File: src/rtl/ccsr_fifo.sv
module ccsr_fifo #(
	parameter type T = logic,
	parameter int DEPTH = 2
) (
	input  logic clk,
	input  logic arst_n,
	input  logic push,
	input  T     wdata,
	output logic full,
	input  logic pop,
	output T     rdata,
	output logic empty
);

	localparam int PW = (DEPTH > 1) ? $clog2(DEPTH) : 1;
	localparam int CW = $clog2(DEPTH + 1);

	T              mem_q [DEPTH];
	logic [PW-1:0] wptr_q, rptr_q;
	logic [CW-1:0] cnt_q;
	logic          do_push, do_pop;

	assign full    = (cnt_q == CW'(DEPTH));
	assign empty   = (cnt_q == '0);
	assign do_push = push && !full;
	assign do_pop  = pop && !empty;
	assign rdata   = mem_q[rptr_q];

	always_ff @(posedge clk or negedge arst_n) begin
		if (!arst_n) begin
			wptr_q <= '0;
			rptr_q <= '0;
			cnt_q  <= '0;
		end else begin
			if (do_push) begin
				wptr_q <= (wptr_q == PW'(DEPTH - 1)) ? '0 : wptr_q + 1'b1;
			end
			if (do_pop) begin
				rptr_q <= (rptr_q == PW'(DEPTH - 1)) ? '0 : rptr_q + 1'b1;
			end
			unique case ({do_push, do_pop})
				2'b10: cnt_q <= cnt_q + 1'b1;
				2'b01: cnt_q <= cnt_q - 1'b1;
				default: cnt_q <= cnt_q;
			endcase
		end
	end

	always_ff @(posedge clk) begin
		if (do_push) begin
			mem_q[wptr_q] <= wdata;
		end
	end

endmodule

File: config.mk
export PLATFORM = sky130hd
export DESIGN_NAME = ccsr_fifo
export DESIGN_NICKNAME = d
export VERILOG_FILES = /design/src/rtl/ccsr_fifo.sv
export SDC_FILE = /design/constraint.sdc
export NUM_CORES = 1
export LEC_CHECK = 0
export BUFFER_PORTS_ARGS = -buffer_cell sky130_fd_sc_hd__buf_4
export CAP_MARGIN = 20
export CORE_AREA = 2 2 39 41
export DETAILED_ROUTE_END_ITERATION = 16
export DIE_AREA = 0 0 41 43
export PLACE_DENSITY = 0.46
export SLEW_MARGIN = 10
export SYNTH_ARGS = -nofsm -noshare
export SYNTH_HDL_FRONTEND = slang
export SYNTH_SLANG_ARGS = --single-unit
File: constraint.sdc
create_clock -name clk -period 1.5 [get_ports clk]
set_input_delay 0.15 -clock clk [delete_from_list [all_inputs] [get_ports clk]]
set_output_delay 0.15 -clock clk [all_outputs]
set_load 0.01 [all_outputs]
==> impl_metrics.csv <==
group,metric,value,unit
synth,most_common_library_cells_after_synthesis,"dfrtp_1 (4), nor2_1 (3), xnor2_1 (3)",
synth,synthesis.nets,27,
pwr,worst_ir_drop_vdd,0.774,mV
synth,synth_top_flop_cell,"dfrtp_1",
cells_and_area,multi_input_comb_area,104,um2
drt,dr_total_vias,180,
floorplanning,fp.dieW,41,um
global_routing,wire_length_of_the_first_global_routing_pass,683,um
clocking,clk_transition_reported_paths,40,ps
clocking,number_of_buffers_created_by_cts,3,
clocking,cts.root.buffer_cell,"clkbuf_4",
sta,worstMarginPinSlew,169,ps
cells_and_area,fillcell_total,147,
floorplanning,die-area,0.00176,mm2
synth,yosys-top-cells-area,"dfrtp_1 (37%), edfxtp_1 (22%), xnor2_1 (9.8%)",
setup_path,worstPathRequired,1660,ps
clocking,numClockSinks,6,
flow_run,max-cap-violations,0,
sta,maxSlewHeadroom,88.7,%
synth,synthDominantCellAreaShare,37.4,%
cells_and_area,nNetsFinal,41,
sta,clock_skew,1.24,ps
sta,timing_max_transition_violations_final,0,
setup_path,critPathLaunchType,"flip-flop",
pwr,leakage,0.178,nW
sta,grt_setup_unrepaired,"false",
clocking,clock_insertion_delay_at_the_later_pin_of_the_skew_report,240,ps
synth,postSynth.asyncResetShare,66.7,%
synth,yosysUniqueCellTypes,12,
drt,wire_per_inst,9.43,um
floorplanning,boundaryPins,8,
placed_design,hpwlAfterDp,379,um
cells_and_area,seqCellArea,160,um2
drt,detailedRoute.firstIterationViolations,1,
synth,post_synth_design_cell_area,268,um2
drt,totalWireLength,462,um
synth,postSynthRegisterBits,6,
cells_and_area,final_layout_size_suffix_gt1_share,39.4,%
sta,final_hold_slack,99.6,ps
status,run_status,"complete, no violations",
placed_design,place_congestion,0.656,
global_routing,grt_max_degree,5,
synth,post_synth_inst_count,21,
floorplanning,std_cell_rows,14,
floorplanning,chip_height,43,um
synth,netlist.top_cell.by_area,"dfrtp_1",
drt,drc,0,
global_routing,grt_usage,6.37,%
placed_design,post-place-ws,119,ps
clocking,cts_tree,"done",
cells_and_area,antennaDiodeCount,0,
synth,synth_enable_flop_cells,2,
pwr,power.density,2020,mW/mm2
drt,avgViaCountPerCell,3.67,
sta,final_hold_viol_count,0,
setup_path,end_kind,"flip-flop",
cells_and_area,final_util,27.5,%
sta,fin_ws,172,ps
worst_hold_path,hold_path.class,"in2reg",
setup_path,setup_cp_type,"reg2reg",
drt,final_antenna_net_count,0,
drt,drt_pass1_iterations,2,
setup_path,critical_path_arrival,1490,ps
synth,register_area_share_after_synthesis,59.8,%
cells_and_area,area_growth_syn_to_layout,42.1,%
floorplanning,placeableCoreArea,0.00138,mm2
synth,synth.avg_cell_area,12.8,um2
setup_path,critPathMaxFanout,3,
synth,synthMostInstantiatedCell,"dfrtp_1",
floorplanning,initial_util,19.3,%
sta,timing.final.crit_share,88.6,%
global_routing,grt_overflow,0,
clocking,clock_path_buffers,2,
pwr,power_consumption,0.769,mW
placed_design,portBuffers,7,
clocking,h_tree_depth,1,
sta,finalSetupViolCount,0,
synth,ys.warnings.count,0,
sta,fin_setup_tns,0,ps
sta,period_minus_slack,1330,ps
global_routing,first_global_vias,188,
global_routing,antenna_found_initial,0,
sta,maxClockFrequency,753,MHz
-- final cells by class --
| cell class | instances | share of cell area, % |
|---|---|---|
| repair buffers | 9 | 18.4 |
| well taps | 16 | 5.26 |
| multi-input cells | 14 | 27.3 |
| flip-flops and latches | 6 | 42.1 |
| inverters | 1 | 0.987 |
| clock buffers | 3 | 5.92 |
-- metal layers --
layer,vias to the layer above,GRT usage [%],share of wire (%)
met3,0,3.14,10
met1,79,7.57,43
li1,94,-,-
met5,-,0,0
met2,7,7.81,46
met4,0,6.00,0
-- critical path: stages, from the launching register on --
cell and delay, ps:
dfrtp_1 400, nand2b_1 120, nand2_1 110, ha_1 330
nor2_1 130, xor2_1 150
-- per-stage QoR --
| stage | area [um2] | cells |
|---|---|---|
| 2_1_floorplan | 268 | 21 |
| 3_3_place_gp | 340 | 44 |
| 3_5_place_dp | 340 | 44 |
| 4_1_cts | 373 | 48 |
| 5_1_grt | 380 | 49 |
| 6_report | 380 | 49 |
-- sequential cells by signal (all words and copies together), names as in the netlist --
name	flops
rptr_q	1
cnt_q	2
mem_q	2
wptr_q	1
-- power breakdown --
part / internal (mW) / total [mW] / switching (mW)
registers: 0.246 / 0.296 / 0.0496
clock network: 0.0903 / 0.145 / 0.0551
logic: 0.187 / 0.328 / 0.140
total: 0.524 / 0.769 / 0.245
-- cell families after synthesis --
logic type                 after synthesis  synth area share [%]
and+or+nand+nor                          7                  13.6
xor gates and xnor gates                 5                  16.4
muxes                                    1                  4.21
DFF                                      6                  59.8
buffers and inverters                    1                  1.40
adders and majority gates                1                  4.67
-- final timing paths --
check                                startpoint              endpoint  slack, ps  depth (start not counted)
max reg2reg                cnt_q[1]$_DFFE_PN0P_  cnt_q[1]$_DFFE_PN0P_        170                          5
min in group asynchronous                arst_n    wptr_q$_DFFE_PN0P_        240                          2
min                                       wdata    mem_q[1]$_DFFE_PP_        100                          1
min reg2reg                  rptr_q$_DFFE_PN0P_    rptr_q$_DFFE_PN0P_        480                          1
max                        cnt_q[1]$_DFFE_PN0P_  cnt_q[1]$_DFFE_PN0P_        170                          5
max in group asynchronous                arst_n  cnt_q[1]$_DFFE_PN0P_       1160                          2
-- what timing repair did --
| item | CTS | global route |
|---|---|---|
| setup buffers | 0 | 1 |
| hold buffers | 1 | 0 |
| endpoints found under the setup margin | 0 | 1 |
| resized for setup | 0 | 0 |
| hold endpoints to repair | 4 | 0 |
-- cell usage in the layout, fill, tap and decap left out --
master	instances
edfxtp_1	2
ha_1	1
and3_1	1
xnor2_1	3
buf_4	8
dlygate4sd3_1	1
clkbuf_4	3
dfrtp_1	4
mux2_2	1
nor2_1	3
nor2b_2	1
nand2_1	1
nand2b_1	1
inv_1	1
xor2_1	2
Note: power is estimated with default switching activity, not from simulation.
