--- src/rtl/ccsr_pkg.sv ---
package ccsr_pkg;

	// signed working coordinate, wide enough for apex +/- twice the half height
	typedef logic signed [10:0] coord_t;

	// row step inside one shape (diamond spans up to 2 * 127 + 1 rows)
	typedef logic [8:0] kidx_t;

	typedef enum logic [2:0] {
		CMD_PIXEL    = 3'd0,
		CMD_RECT     = 3'd1,
		CMD_DIAMOND  = 3'd2,
		CMD_TRI_UP   = 3'd3,
		CMD_TRI_DOWN = 3'd4,
		CMD_CLEAR    = 3'd5,
		CMD_READ     = 3'd6,
		CMD_NOP      = 3'd7
	} cmd_t;

	typedef enum logic [1:0] {
		OP_NONE  = 2'd0,
		OP_FILL  = 2'd1,
		OP_READ  = 2'd2,
		OP_CLEAR = 2'd3
	} op_t;

	typedef enum logic [1:0] {
		SH_RECT    = 2'd0,
		SH_TRI     = 2'd1,
		SH_DIAMOND = 2'd2
	} shape_t;

	localparam logic [1:0] REG_NUM_ROWS = 2'd0;
	localparam logic [1:0] REG_NUM_COLS = 2'd1;

	localparam logic [7:0] DOT_CHAR  = 8'd46;
	localparam logic [6:0] DIM_RESET = 7'd64;

	// canvas bounds in use, as last valid index (may be -1 for an empty canvas)
	typedef struct packed {
		coord_t rows_m1;
		coord_t cols_m1;
	} limits_t;

	// classified command, handed from front to back
	typedef struct packed {
		op_t        op;
		shape_t     shape;
		logic       down;
		coord_t     row;
		coord_t     col;
		coord_t     width;
		kidx_t      half;
		kidx_t      k_lo;
		kidx_t      k_hi;
		logic [7:0] brush;
		logic       hit;
	} desc_t;

	typedef struct packed {
		logic [7:0] data;
		logic       hit;
	} result_t;

endpackage

--- src/rtl/ccsr_front.sv ---
module ccsr_front import ccsr_pkg::*; (
	input  logic              push,
	output logic              full,
	input  logic              q_full,
	input  logic              wiping,
	input  logic [2:0]        cmd,
	input  logic signed [7:0] col_pos,
	input  logic signed [7:0] row_pos,
	input  logic [6:0]        shape_width,
	input  logic [6:0]        shape_height,
	input  logic [7:0]        brush,
	input  limits_t           lim,
	output logic              enq,
	output desc_t             desc
);

	coord_t r, c, hh, ww;
	logic   pix_in;
	cmd_t   op_code;

	assign full    = q_full || wiping;
	assign enq     = push && !full;
	assign op_code = cmd_t'(cmd);

	assign r  = {{3{row_pos[7]}}, row_pos};
	assign c  = {{3{col_pos[7]}}, col_pos};
	assign hh = {4'b0, shape_height};
	assign ww = {4'b0, shape_width};

	assign pix_in = (r >= 0) && (r <= lim.rows_m1) && (c >= 0) && (c <= lim.cols_m1);

	always_comb begin
		coord_t n_m1, lo, hi;
		logic   is_fill, nonempty;

		desc       = '0;
		desc.op    = OP_NONE;
		desc.shape = SH_RECT;
		desc.row   = r;
		desc.col   = c;
		desc.width = ww;
		desc.half  = {2'b0, shape_height};
		desc.brush = brush;
		n_m1       = '0;
		is_fill    = 1'b0;
		nonempty   = 1'b0;

		unique case (op_code)
			CMD_PIXEL: begin
				is_fill    = 1'b1;
				nonempty   = pix_in;
				desc.width = coord_t'(1);
				desc.hit   = pix_in;
			end
			CMD_RECT: begin
				is_fill  = 1'b1;
				nonempty = (shape_width != '0) && (shape_height != '0);
				n_m1     = hh - coord_t'(1);
			end
			CMD_DIAMOND: begin
				is_fill    = 1'b1;
				nonempty   = 1'b1;
				desc.shape = SH_DIAMOND;
				n_m1       = hh + hh;
			end
			CMD_TRI_UP: begin
				is_fill    = 1'b1;
				nonempty   = (shape_height != '0);
				desc.shape = SH_TRI;
				n_m1       = hh - coord_t'(1);
			end
			CMD_TRI_DOWN: begin
				is_fill    = 1'b1;
				nonempty   = (shape_height != '0);
				desc.shape = SH_TRI;
				desc.down  = 1'b1;
				n_m1       = hh - coord_t'(1);
			end
			CMD_CLEAR: desc.op = OP_CLEAR;
			CMD_READ: begin
				desc.op  = OP_READ;
				desc.hit = pix_in;
			end
			CMD_NOP: desc.op = OP_NONE;
		endcase

		// clip the row steps to the canvas so the back end never walks dead rows
		if (desc.down) begin
			lo = (r - lim.rows_m1 > 0) ? r - lim.rows_m1 : '0;
			hi = (r < n_m1) ? r : n_m1;
		end else begin
			lo = (r < 0) ? -r : '0;
			hi = (lim.rows_m1 - r < n_m1) ? lim.rows_m1 - r : n_m1;
		end
		desc.k_lo = lo[8:0];
		desc.k_hi = hi[8:0];

		if (is_fill && nonempty && (lo <= hi)) begin
			desc.op = OP_FILL;
		end
	end

endmodule

--- config.mk ---
export PLATFORM = sky130hd
export DESIGN_NAME = ccsr_front
export DESIGN_NICKNAME = d
export VERILOG_FILES = /design/src/rtl/ccsr_pkg.sv /design/src/rtl/ccsr_front.sv
export SDC_FILE = /design/constraint.sdc
export NUM_CORES = 1
export LEC_CHECK = 0
export ABC_CLOCK_PERIOD_IN_PS = 8700
export BUFFER_PORTS_ARGS = -buffer_cell sky130_fd_sc_hd__buf_2
export CAP_MARGIN = 15
export CORE_MARGIN = 1
export CORE_UTILIZATION = 40
export DETAILED_ROUTE_END_ITERATION = 7
export PLACE_DENSITY = 0.79
export RECOVER_POWER = 25
export SYNTH_ARGS = -nofsm -noshare
export SYNTH_HDL_FRONTEND = slang
export SYNTH_SLANG_ARGS = --single-unit
--- constraint.sdc ---
create_clock -name vclk -period 8.7
set_clock_uncertainty 0.05 [all_clocks]
set_input_delay 1.74 -clock vclk [all_inputs]
set_output_delay 1.74 -clock vclk [all_outputs]
set_load 0.01 [all_outputs]
==> impl_metrics.tcl <==
set metrics [dict create \
    status "finished clean" \
    clock_buffers 0 \
    routedWlPerCell_um 13.98 \
    slew_headroom_pct 56.76 \
    gp_routability_congestion 0.8836 \
    vias 3572 \
    crit_path_top_delay_cell "o32ai_4" \
    worstPathRequired_ns 6.91 \
    die-area_um2 8629 \
    initial_core_util_pct 42.11 \
    start_kind "input pin" \
    cts_hold_buf 0 \
    p_total_mw 0.3313 \
    nets 693 \
    grt_pass1_wl_um 14490 \
    setup_viol 0 \
    io_pins 142 \
    regArea_um2 0 \
    min_period_ns 8.513 \
    die_w_um 92.89 \
    finalCritPeriodShare_pct 97.86 \
    drive_above_1_share_pct 26.34 \
    antenna_found_initial 0 \
    fmax_mhz 117.5 \
    ys_seq_area_share_pct 0 \
    critical_path_class "in2out" \
    rows 32 \
    critPathBufInv 6 \
    hold_viol_final 0 \
    synthCells 473 \
    critical-path-top-delay-family "compound AO/OA/AOI/OAI gates" \
    arrival_ns 6.72 \
    die_y_um 92.89 \
    syn2layout_area_growth_pct 15.07 \
    cp-startpoint "lim[11]" \
    crit_fanout 7 \
    grt_usage_pct 20.34 \
    diodes 0 \
    p_per_area_nw_per_um2 87.13 \
    ir_drop_uv 40.87 \
    tightest_slew_ns 0.6437 \
    core_um2 7848 \
    first_pass_iters 4 \
    wl_um 9230 \
    ys_types 58 \
    cp_num_cells 26 \
    slew_violations 0 \
    max_stage_delay_ns 0.47 \
    post-route-util_pct 48.45 \
    grt_max_degree 16 \
    leakagePower_nw 2.029 \
    drv_cap 0 \
    layout_common_cells "buf_2 (111), ha_1 (65), inv_1 (56)" \
    synth_area_per_cell_um2 6.986 \
    antenna_left 0 \
    fin_setup_tns_ns 0 \
    seq_cells 0 \
    via_per_inst 5.412 \
    yosys_warnings 0 \
    route.detailed.drc 0 \
    synth_area_um2 3304 \
    end_kind "output port" \
    critical_path.endpoint "desc[72]" \
    hpwlAfterDp_um 7993 \
    port_buffers 120 \
    globalRouteOverflowTotal 0 \
    layout_commonest_cell "buf_2" \
    grt_pass1_vias 3208 \
    hp-class "in2out" \
    drt_iter0_drc 117 \
]
-- repair_timing --
item                                    in CTS  in global routing
setup buffers                                0                  4
gates resized for setup                      0                  6
endpoints found under the setup margin       0                  1
-- how the worst min path moves through the flow --
stage | startpoint | to | cells past startpoint
floorplan | push | enq | 2
global placement | brush[1] | desc[2] | 0
detailed placement | brush[1] | desc[2] | 0
CTS | brush[1] | desc[2] | 0
global route | brush[5] | desc[6] | 0
finish | brush[0] | desc[1] | 0
-- power breakdown --
part           internal [mW]  total (mW)  switching [mW]  leakage (nW)
clock network              0           0               0             0
registers                  0           0               0             0
logic                  0.147       0.331           0.185          2.03
-- kinds of logic after synthesis --
kind of cell	share of synthesized area [%]
fa+ha+maj	25.82
mux	5.301
simple gates	19.16
xor+xnor	5.831
other cells	0.1135
buf+inv	18.67
compound gates	25.10
-- cell type report --
type               count  area (um^2)
fillers              825         4045
inverters             58        217.7
multi-input cells    361         2725
well taps            102        127.6
repair buffers       139        732.0
-- synth_stat cells, types with 9 or more instances --
cell | instances | area, um^2
a21oi_1 | 20 | 100.1
inv_1 | 56 | 210.2
mux2i_1 | 13 | 130.1
clkbuf_1 | 10 | 37.54
nand2_1 | 36 | 135.1
nor3_1 | 11 | 55.05
ha_1 | 65 | 813.3
o21ai_0 | 34 | 170.2
nand3_1 | 9 | 45.04
xnor2_1 | 17 | 148.9
nor2_1 | 26 | 97.59
nor2b_1 | 13 | 81.33
a21o_1 | 15 | 112.6
buf_4 | 44 | 330.3
-- through the flow --
step	setup WS (ns)	cell area (um^2)	hold WS [ns]	instances
after floorplan	0.6905	3323	3.517	478
after global placement	0.2734	3765	3.430	656
after detailed placement	0.09628	3765	3.430	656
after CTS	0.07956	3765	3.430	656
after global routing	-0.09259	3802	3.430	660
final	0.1866	3802	3.430	660
-- routing by layer --
layer | vias up | routed length [um] | part of all wire, % | global-route usage [%]
met4 | 0 | 72 | 0.78 | 1.667
met5 | - | 0 | 0 | 0
met3 | 12 | 557 | 6.0 | 1.149
met2 | 146 | 4505 | 49 | 38.11
li1 | 1782 | - | - | -
met1 | 1632 | 4093 | 44 | 26.26
Power figures use the tool's default switching activity.
